==> config.mk <==
export PLATFORM = sky130hd
export DESIGN_NAME = interval_timer_channel
export DESIGN_NICKNAME = d
export VERILOG_FILES = /design/src/rtl/core/itc_pkg.sv /design/src/rtl/core/itc_level.sv /design/src/rtl/core/interval_timer_channel.sv
export SDC_FILE = /design/constraint.sdc
export NUM_CORES = 1
export LEC_CHECK = 0
export BUFFER_PORTS_ARGS = -buffer_cell sky130_fd_sc_hd__buf_4
export CAP_MARGIN = 20
export CORE_MARGIN = 4
export CORE_UTILIZATION = 30
export DETAILED_ROUTE_END_ITERATION = 10
export HOLD_SLACK_MARGIN = 0.12
export SYNTH_ARGS = -nofsm -noshare
export SYNTH_HDL_FRONTEND = slang
export SYNTH_SLANG_ARGS = --single-unit
export TNS_END_PERCENT = 30
==> constraint.sdc <==
create_clock -name clk -period 4.95 [get_ports clk]
set_clock_uncertainty 0.2 [all_clocks]
set_input_delay 0.2475 -clock clk [delete_from_list [all_inputs] [get_ports clk]]
set_output_delay 0.2475 -clock clk [all_outputs]
set_load 0.03 [all_outputs]
==> src/rtl/core/itc_pkg.sv <==
package itc_pkg;

  // request word
  typedef struct packed {
    logic [1:0] kind;
    logic [1:0] port;
    logic [7:0] write_data;
  } itc_req_t;

  // response word
  typedef struct packed {
    logic [7:0] read_data;
    logic       out_level;
    logic       irq_rise;
  } itc_rsp_t;

  localparam logic [1:0] KIND_WRITE = 2'd0;
  localparam logic [1:0] KIND_READ  = 2'd1;
  localparam logic [1:0] KIND_TICK  = 2'd2;

  localparam logic [1:0] PORT_DATA = 2'd0;
  localparam logic [1:0] PORT_CMD  = 2'd3;

  // command byte fields
  localparam logic [1:0] CHAN_ZERO    = 2'b00;
  localparam logic [1:0] ACCESS_LATCH = 2'b00;
  localparam logic [1:0] ACCESS_LOHI  = 2'b11;

  localparam int unsigned COUNT_W = 16;

endpackage

==> src/rtl/core/itc_level.sv <==
// Square-wave level for a count within a period; zero stands for 65536 in both.
module itc_level
  import itc_pkg::*;
(
  input  logic [COUNT_W-1:0] count,
  input  logic [COUNT_W-1:0] period,
  output logic               level
);

  logic [COUNT_W:0] count_ext;
  logic [COUNT_W:0] period_ext;

  assign count_ext  = {(count == '0), count};
  assign period_ext = {(period == '0), period};
  assign level      = (count_ext > (period_ext >> 1));

endmodule

==> src/rtl/core/interval_timer_channel.sv <==
// Channel zero of an interval timer, square-wave mode, binary count. Each request
// word is a bus write, a bus read or one timer tick, and each gives one response
// word. One word is taken every clock cycle while req_stall is low; a word is
// registered on entry, all its work is done in a single pass of logic against the
// timer state, and the response is then offered from an output register. Stall on
// the response side backs up into the request side once both registers are full.
module interval_timer_channel
  import itc_pkg::*;
(
  input  logic     clk,
  input  logic     rst,
  input  logic     req_valid,
  output logic     req_stall,
  input  itc_req_t req,
  output logic     rsp_valid,
  input  logic     rsp_stall,
  output itc_rsp_t rsp
);

  // input register
  logic     req_full;
  itc_req_t req_q;
  logic     advance;

  assign advance   = !rsp_valid || !rsp_stall;
  assign req_stall = req_full && !advance;

  always_ff @(posedge clk) begin
    if (rst) begin
      req_full <= 1'b0;
    end else if (!req_stall) begin
      req_full <= req_valid;
    end
  end

  always_ff @(posedge clk) begin
    if (!req_stall && req_valid) begin
      req_q <= req;
    end
  end

  // timer state
  logic [COUNT_W-1:0] live_count,    live_count_next;
  logic [COUNT_W-1:0] reload_value,  reload_value_next;
  logic [COUNT_W-1:0] latched_count, latched_count_next;
  logic latch_held,      latch_held_next;
  logic write_high,      write_high_next;
  logic read_high,       read_high_next;
  logic counting,        counting_next;
  logic wave_level,      wave_level_next;
  itc_rsp_t rsp_next;

  logic               new_level;
  logic [COUNT_W-1:0] read_src;
  logic [1:0]         cmd_chan;
  logic [1:0]         cmd_access;

  itc_level u_level (
    .count  (live_count_next),
    .period (reload_value_next),
    .level  (new_level)
  );

  assign read_src   = latch_held ? latched_count : live_count;
  assign cmd_chan   = req_q.write_data[7:6];
  assign cmd_access = req_q.write_data[5:4];

  always_comb begin
    live_count_next    = live_count;
    reload_value_next  = reload_value;
    latched_count_next = latched_count;
    latch_held_next    = latch_held;
    write_high_next    = write_high;
    read_high_next     = read_high;
    counting_next      = counting;
    wave_level_next    = wave_level;
    rsp_next.read_data = '0;
    rsp_next.irq_rise  = 1'b0;

    unique case (req_q.kind)
      KIND_WRITE: begin
        if (req_q.port == PORT_CMD) begin
          if (cmd_chan == CHAN_ZERO) begin
            if (cmd_access == ACCESS_LATCH) begin
              if (!latch_held) begin
                latched_count_next = live_count;
                latch_held_next    = 1'b1;
              end
            end else if (cmd_access == ACCESS_LOHI) begin
              counting_next   = 1'b0;
              latch_held_next = 1'b0;
              write_high_next = 1'b0;
              read_high_next  = 1'b0;
              wave_level_next = 1'b1;
            end
          end
        end else if (req_q.port == PORT_DATA) begin
          if (!write_high) begin
            reload_value_next = {reload_value[15:8], req_q.write_data};
            write_high_next   = 1'b1;
          end else begin
            // high byte completes the divisor and restarts the count
            reload_value_next = {req_q.write_data, reload_value[7:0]};
            write_high_next   = 1'b0;
            live_count_next   = reload_value_next;
            counting_next     = 1'b1;
            wave_level_next   = new_level;
          end
        end
      end
      KIND_READ: begin
        if (req_q.port == PORT_DATA) begin
          if (!read_high) begin
            rsp_next.read_data = read_src[7:0];
            read_high_next     = 1'b1;
          end else begin
            rsp_next.read_data = read_src[15:8];
            read_high_next     = 1'b0;
            latch_held_next    = 1'b0;
          end
        end
      end
      KIND_TICK: begin
        if (counting) begin
          if (live_count == COUNT_W'(1)) begin
            live_count_next = reload_value;
          end else begin
            live_count_next = live_count - COUNT_W'(1);
          end
          wave_level_next   = new_level;
          rsp_next.irq_rise = !wave_level && new_level;
        end
      end
      default: begin
      end
    endcase

    rsp_next.out_level = wave_level_next;
  end

  always_ff @(posedge clk) begin
    if (rst) begin
      live_count    <= '0;
      reload_value  <= '0;
      latched_count <= '0;
      latch_held    <= 1'b0;
      write_high    <= 1'b0;
      read_high     <= 1'b0;
      counting      <= 1'b0;
      wave_level    <= 1'b1;
      rsp_valid     <= 1'b0;
    end else if (advance) begin
      rsp_valid <= req_full;
      if (req_full) begin
        live_count    <= live_count_next;
        reload_value  <= reload_value_next;
        latched_count <= latched_count_next;
        latch_held    <= latch_held_next;
        write_high    <= write_high_next;
        read_high     <= read_high_next;
        counting      <= counting_next;
        wave_level    <= wave_level_next;
      end
    end
  end

  always_ff @(posedge clk) begin
    if (advance && req_full) begin
      rsp <= rsp_next;
    end
  end

endmodule

==> summary.md, run 1 <==
| Metric | Value |
|---|---|
| Clock Sinks | 77 |
| Pwr Density | 297 nW/um^2 |
| Tcrit/Tclk final | 92.1% |
| Top-area cell type share of the netlist area | 22.9% |
| Critical Path End Type | register |
| Run status | complete, no violations |
| Seq/Total Area, Yosys | 36.6% |
| Kind of critical path | register to register |
| Antenna diodes | 0 |
| Total GRT Usage | 16.7% |
| Max Cap Viol | 0 |
| Worst EP required | 4960 ps |
| # IOs | 28 |
| Fin crit period | 4560 ps |
| Total number of vias | 4436 |
| Final TNS setup | 0 ps |
| Port Buffers | 27 |
| First-pass GRT wire length | 23600 um |
| Place WS | 459 ps |
| TritonCTS clock tree | yes |
| Die Area | 18100 sq um |
| Core area | 15800 sq um |
| CTS root buffer | clkbuf_16 |
| Worst Hold Class | input pin to register |
| Mapped Area | 4810 sq um |
| Hold Violations, Final | 0 |
| Die Ht | 135 um |
| Worst Hold Depth | 2 |
| Synth async-reset ratio | 0% |
| Final Wtd Congestion | 0.998 |
| H-tree Lvls | 3 |
| CTS buffer count | 9 |
| Final setup vio count | 0 |
| Share of layout cells above drive strength 1 | 15.8% |
| Post-CTS resize count | 0 |
| Finished Cell Area | 5710 sq um |
| Critical path data arrival time | 4570 ps |
| Startpoint types | register |
| Path depth of the worst reg2reg path | 11 |
| Max Clock Freq | 219 MHz |
| Fin cells | 792 |
| Final core occ | 36.0% |
| ANT nets after route | 0 |
| Vias in the first global route | 4098 |
| Largest net degree at the start of global routing | 56 |
| Synth Flop Type | dfxtp_1 |
| Cell variety after synth | 76 |
| DR iter-0 viols | 489 |
| Leak | 2.22 nW |
| Max-slew headroom | 27.3% |
| Initial antenna violation count | 0 |
| Max VDD drop | 0.203 mV |
| Insertion delay to the later sink of the worst-skew pair | 350 ps |
| Routed WL | 15000 um |
| RSZ-0062 raised after global routing | no |
| CP Max Fanout | 15 |
| Max Slew Vio Count | 0 |
| Grt ovf | 0 |
| DR WL/cell | 18.9 um |
| Number of flops mapped to enable cells by yosys | 22 |
| Area Growth Syn to Fin | 18.6% |
| Syn nets | 575 |
| Flop-to-flop setup slack | 390 ps |
| Rows | 46 |
| Post-synth top area cell | dfxtp_1 |
| Clock slew at reported path FFs | 60 ps |
| Flops & latches, synth | 77 |
| Drt first pass iters | 6 |
| Worst Max-Slew Pin Slew | 1080 ps |
| Initial Util | 30.4% |
| DRC | 0 |
| Vias/cell | 5.60 |
| Mean Syn Cell Area | 8.96 sq um |
| Syn Inst Count | 537 |
| # nets final | 609 |
| HPWL Detailed | 11000 um |
| DP Cell Count | 762 |
| Final WS setup | 392 ps |
| Dpl cell area | 5280 sq um |
| YS warnings | 0 |
| Die width | 135 um |
| Clock Tree Buf Depth | 2 |
| Synth top area cells | dfxtp_1, edfxtp_1, nor2_1 |
==> what timing repair did <==
action / in CTS / in global routing
buffers inserted: 0 / 0
hold endpoints to repair: 14 / 0
hold buffers: 14 / 0
==> where the power goes <==
group          switching [mW]  internal (mW)
combinational           0.183          0.137
clock                   0.256          0.387
sequential             0.0512          0.681
total                   0.490           1.20
==> metrics by stage <==
| step | power, mW | hold slack (ps) |
|---|---|---|
| floorplan | 0.944 | 146 |
| global placement | 1.05 | 226 |
| detailed placement | 1.05 | 227 |
| CTS | 1.71 | 198 |
| global route | 1.77 | 210 |
| finish | 1.69 | 176 |
==> metal layers <==
layer  track usage (%)  share of wire (%)
met3              3.58                7.3
met2              26.4                 45
met1              22.6                 44
met5                 0                  0
met4              5.83                3.1
==> cells in the mapped netlist (all sizes together), types with 11 or more instances <==
cell type and instances:
a211oi 27, a21o 11, a21oi 23, clkbuf 28, dfxtp 55, edfxtp 22
ha 22, inv 24, mux2i 26, nand2 27, nand3 12, nor2 77
nor3 21, o21ai 20
==> path summary, 6_finish.rpt <==
| path | from | endpoint |
|---|---|---|
| max reg2reg | req_q[10] | wave_level |
| min reg2reg | latched_count[7] | latched_count[7] |
| max | req_q[10] | wave_level |
| min | rst | latched_count[7] |
==> area by class of cell <==
class | count | area, sq um
Fill cell | 1613 | 10100
Multi-Input combinational cell | 397 | 2800
Sequential cell | 77 | 1760
Timing Repair Buffer | 61 | 493
Tap cell | 216 | 270
Clock buffer | 11 | 233
Inverter | 25 | 93.8
Clock inverter | 5 | 51.3
==> sequential cells by signal (all words and copies together) (netlist names), 2 cells and up <==
name and cells:
rsp 10, live_count 16, reload_value 16, req_q 8
cmd_access 2, cmd_chan 2, latched_count 16
==> critical path: stages, from the launching register on <==
cell	delay [ps]
edfxtp_1	630
or2_1	330
nor2_1	830
mux2i_1	460
nand4_1	140
or4_1	550
ha_1	320
and2_1	160
o21ai_0	140
nand2_1	110
a2111oi_1	460
nor3_2	90
==> placed cells by master (no fill, tap or decap), types with 3 or more instances in the layout <==
cell type,n
inv_1,21
o21ai_0,19
o211ai_1,3
nand2b_1,4
a21oi_1,23
nor3b_1,3
a21o_1,11
nor4_4,3
nor2_1,77
dlygate4sd3_1,14
mux4_2,8
a31oi_1,5
dfxtp_1,55
nand3_1,12
buf_4,47
inv_2,3
a41oi_1,3
a211oi_1,27
nand2_1,27
clkbuf_16,9
edfxtp_1,22
nor3_1,20
o2111ai_1,3
nand4_1,9
nor4_1,5
a21boi_0,5
or4_1,5
or3_1,4
and3_1,7
nor2b_1,10
mux2i_1,26
a22oi_1,3
ha_1,22
==> logic make-up after synthesis <==
logic type      Yosys count  synth area share [%]
buf+inv                  63                  5.28
fa+ha+maj                22                  5.72
simple gates            205                  22.9
xor+xnor                  2                 0.364
compound gates          132                  19.5
mux                      36                  9.62
flops                    77                  36.6
No activity file was read; power rests on OpenSTA's default activity.
==> inputs of run 2 (changes only) <==
- ABC_AREA: not set -> 1
==> run 2 against run 1 <==
  * Maximum frequency increased by 7.7%
  * Register-to-register slack gained 320 ps
  * First-iteration DRC count shrank 15%
  * Utilization shrank 0.49 points
  * Power up 6.5%
  * Largest power group unchanged
==> summary.md, run 2 <==
| Metric | Value |
|---|---|
| Run status | complete, no violations |
| Hold Violations, Final | 0 |
| Reg2reg start | req_q[10] |
| H-tree Lvls | 3 |
| Initial antenna violation count | 0 |
| Critical path cell sequence | nor2_1 -> nand3_1 -> o21ai_0 -> inv_1 -> ha_1 -> a21o_1 -> o21ai_0 -> nand4_1 -> nand2_1 -> nand2_1 -> nand2_1 -> nand2_1 -> nand2_1 -> nand2_1 -> nand2_1 -> nand2_1 -> nand2_1 -> nand2_1 -> nand2_1 -> nand2_2 |
| Routed WL | 14800 um |
| Final TNS setup | 0 ps |
| Share of layout cells above drive strength 1 | 8.37% |
| Synth async-reset ratio | 0% |
| Clock slew at reported path FFs | 60 ps |
| CP most frequent cell | nand2_1 |
| Die width | 138 um |
| Total GRT Usage | 15.4% |
| Max VDD drop | 0.162 mV |
| DP Cell Count | 1002 |
| DR WL/cell | 14.3 um |
| Crit path largest cell delay | 630 ps |
| Top-area cell type share of the netlist area | 21.6% |
| Total number of vias | 4916 |
| Hold_sp | rst |
| HPWL Detailed | 10900 um |
| Fin cells | 1032 |
| Crit path buf inv count | 1 |
| Largest net degree at the start of global routing | 61 |
| ANT nets after route | 0 |
| Insertion delay to the later sink of the worst-skew pair | 340 ps |
| # nets final | 845 |
| Number of flops mapped to enable cells by yosys | 22 |
| Final Wtd Congestion | 0.905 |
| Die Area | 19100 sq um |
| CTS buffer count | 9 |
| Critical Path End Type | register |
| Cell variety after synth | 32 |
| Clock Sinks | 77 |
| Clock Tree Buf Depth | 2 |
| CP Max Fanout | 16 |
| Final WS setup | 717 ps |
| Worst Hold Class | input pin to register |
| Post-Synth Adder-Cell Area | 5.40% |
| Vias/cell | 4.76 |
| RSZ-0062 raised after global routing | no |
| Delay-heaviest family, CP | simple AND/OR/NAND/NOR gates |
| Critical path data arrival time | 4120 ps |
| Syn nets | 820 |
| CTS root buffer | clkbuf_16 |
| Antenna diodes | 0 |
| Worst Hold Depth | 2 |
| Tcrit/Tclk final | 85.5% |
| Fin crit period | 4230 ps |
| Power, Total | 1.81 mW |
| Fill cells | 1799 |
| Post-synth top area cell | dfxtp_1 |
| Synth Area in Compound Gates | 19.9% |
| Leak | 2.66 nW |
| Post-Synth XOR/XNOR Area | 0.687% |
| Syn Inst Count | 782 |
| YS warnings | 0 |
| Worst Max-Slew Pin Slew | 1040 ps |
| Post-CTS Repair Setup Buffers | 0 |
| Rows | 47 |
| Flops & latches, synth | 77 |
| Regs by FF count | latched_count x16, live_count x16, reload_value x16 |
| Flop-to-flop setup slack | 720 ps |
| Synth Flop Type | dfxtp_1 |
| Max Slew Vio Count | 0 |
| Path depth of the worst reg2reg path | 20 |
| Pwr Density | 305 nW/um^2 |
| Worst reg2reg path endpoint | rsp[1] |
| Main combinational cell family by area after synthesis | simple AND/OR/NAND/NOR gates |
| Drt first pass iters | 5 |
| Worst Hold Endpoint | req_full |
| First-pass GRT wire length | 23900 um |
| Area Growth Syn to Fin | 16.0% |
| Max Cap Viol | 0 |
| DRC | 0 |
| Max-slew headroom | 30.6% |
| Worst EP required | 4840 ps |
| Mapped Area | 5100 sq um |
| Hold buffers post-CTS | 14 |
| DR iter-0 viols | 418 |
| Final setup vio count | 0 |
| Critical Path Slowest Stage Cell | edfxtp_1 |
| Startpoint types | register |
| Mean Syn Cell Area | 6.52 sq um |
| Most common cell after layout, fill and taps aside | nand2_1 |
| Place WS | 792 ps |
| Initial Util | 30.6% |
| Multiplexer share of the synthesized area | 0% |
| Kind of critical path | register to register |
| Post-CTS resize count | 0 |
| Max Clock Freq | 236 MHz |
| Vias in the first global route | 4503 |
| Synth top area cells | dfxtp_1, edfxtp_1, nand2_1 |
| Core area | 16600 sq um |
| Port Buffers | 27 |
| TritonCTS clock tree | yes |
| Die Ht | 138 um |
| Grt ovf | 0 |
| Most common cell in the netlist | nand2_1 |
| Most frequent cells in the layout | nand2_1, inv_1, a21oi_1, o21ai_0, dfxtp_1 |
| Synth Area in Simple Gates | 26.2% |
| Seq/Total Area, Yosys | 34.5% |
| # IOs | 28 |
| Top cell types by occurrence after synthesis | nand2_1, inv_1, a21oi_1 |
-- run 2: worst max-delay path by stage --
stage / from / end / slack, ps / cells after the start
floorplan: req_q[8] / rsp[1] / 1670 / 21
global placement: req_q[10] / rsp[1] / 770 / 19
detailed placement: req_q[10] / rsp[1] / 790 / 18
CTS: req_q[10] / rsp[1] / 760 / 18
global route: req_q[10] / rsp[1] / 260 / 20
finish: req_q[10] / rsp[1] / 720 / 20
-- run 2: cell families after synthesis --
| kind of cell | Yosys count |
|---|---|
| AND/OR/NAND/NOR | 310 |
| AO/OA/AOI/OAI | 198 |
| adder cells (fa/ha/maj) | 22 |
| buffers and inverters | 171 |
| flip-flops | 77 |
| XOR/XNOR | 4 |
-- run 2: cell type report --
cell class	instances	area [sq um]	share of cell area, %
flip-flops and latches	77	1760	29.8
repair buffers	45	373	6.30
inverters	140	526	8.88
clock inverters	5	83.8	1.42
well taps	220	275	4.65
clock buffers	11	233	3.93
multi-input cells	534	2670	45.0
-- run 2: metrics by stage --
stage	util [%]	cell area, sq um	hold WS [ps]
floorplan	-	5100	146
global placement	32.8	5460	225
detailed placement	32.8	5460	227
CTS	35.6	5920	159
global route	35.6	5920	160
finish	35.6	5920	157
-- run 2: power breakdown --
part           leakage [nW]  internal, mW  switching, mW
Sequential            0.658         0.681         0.0354
Combinational          1.86         0.128          0.249
Clock                 0.146         0.444          0.269
-- run 2: routing by layer --
layer,global-route usage [%],wire length (um),vias to the layer above
met4,4.47,284,0
met1,21.9,7210,2175
met2,23.4,6270,151
li1,-,-,2570
met5,0,0,-
met3,3.35,1010,20
-- run 2: worst register-to-register path, cell delays in order (launching register included) --
cell and delay (ps):
edfxtp_1 630, nor2_1 460, nand3_1 540, o21ai_0 540, inv_1 80, ha_1 300
a21o_1 170, o21ai_0 180, nand4_1 110, nand2_1 70, nand2_1 40, nand2_1 60
nand2_1 40, nand2_1 60, nand2_1 50, nand2_1 130, nand2_1 90, nand2_1 60
nand2_1 50, nand2_1 70, nand2_2 50
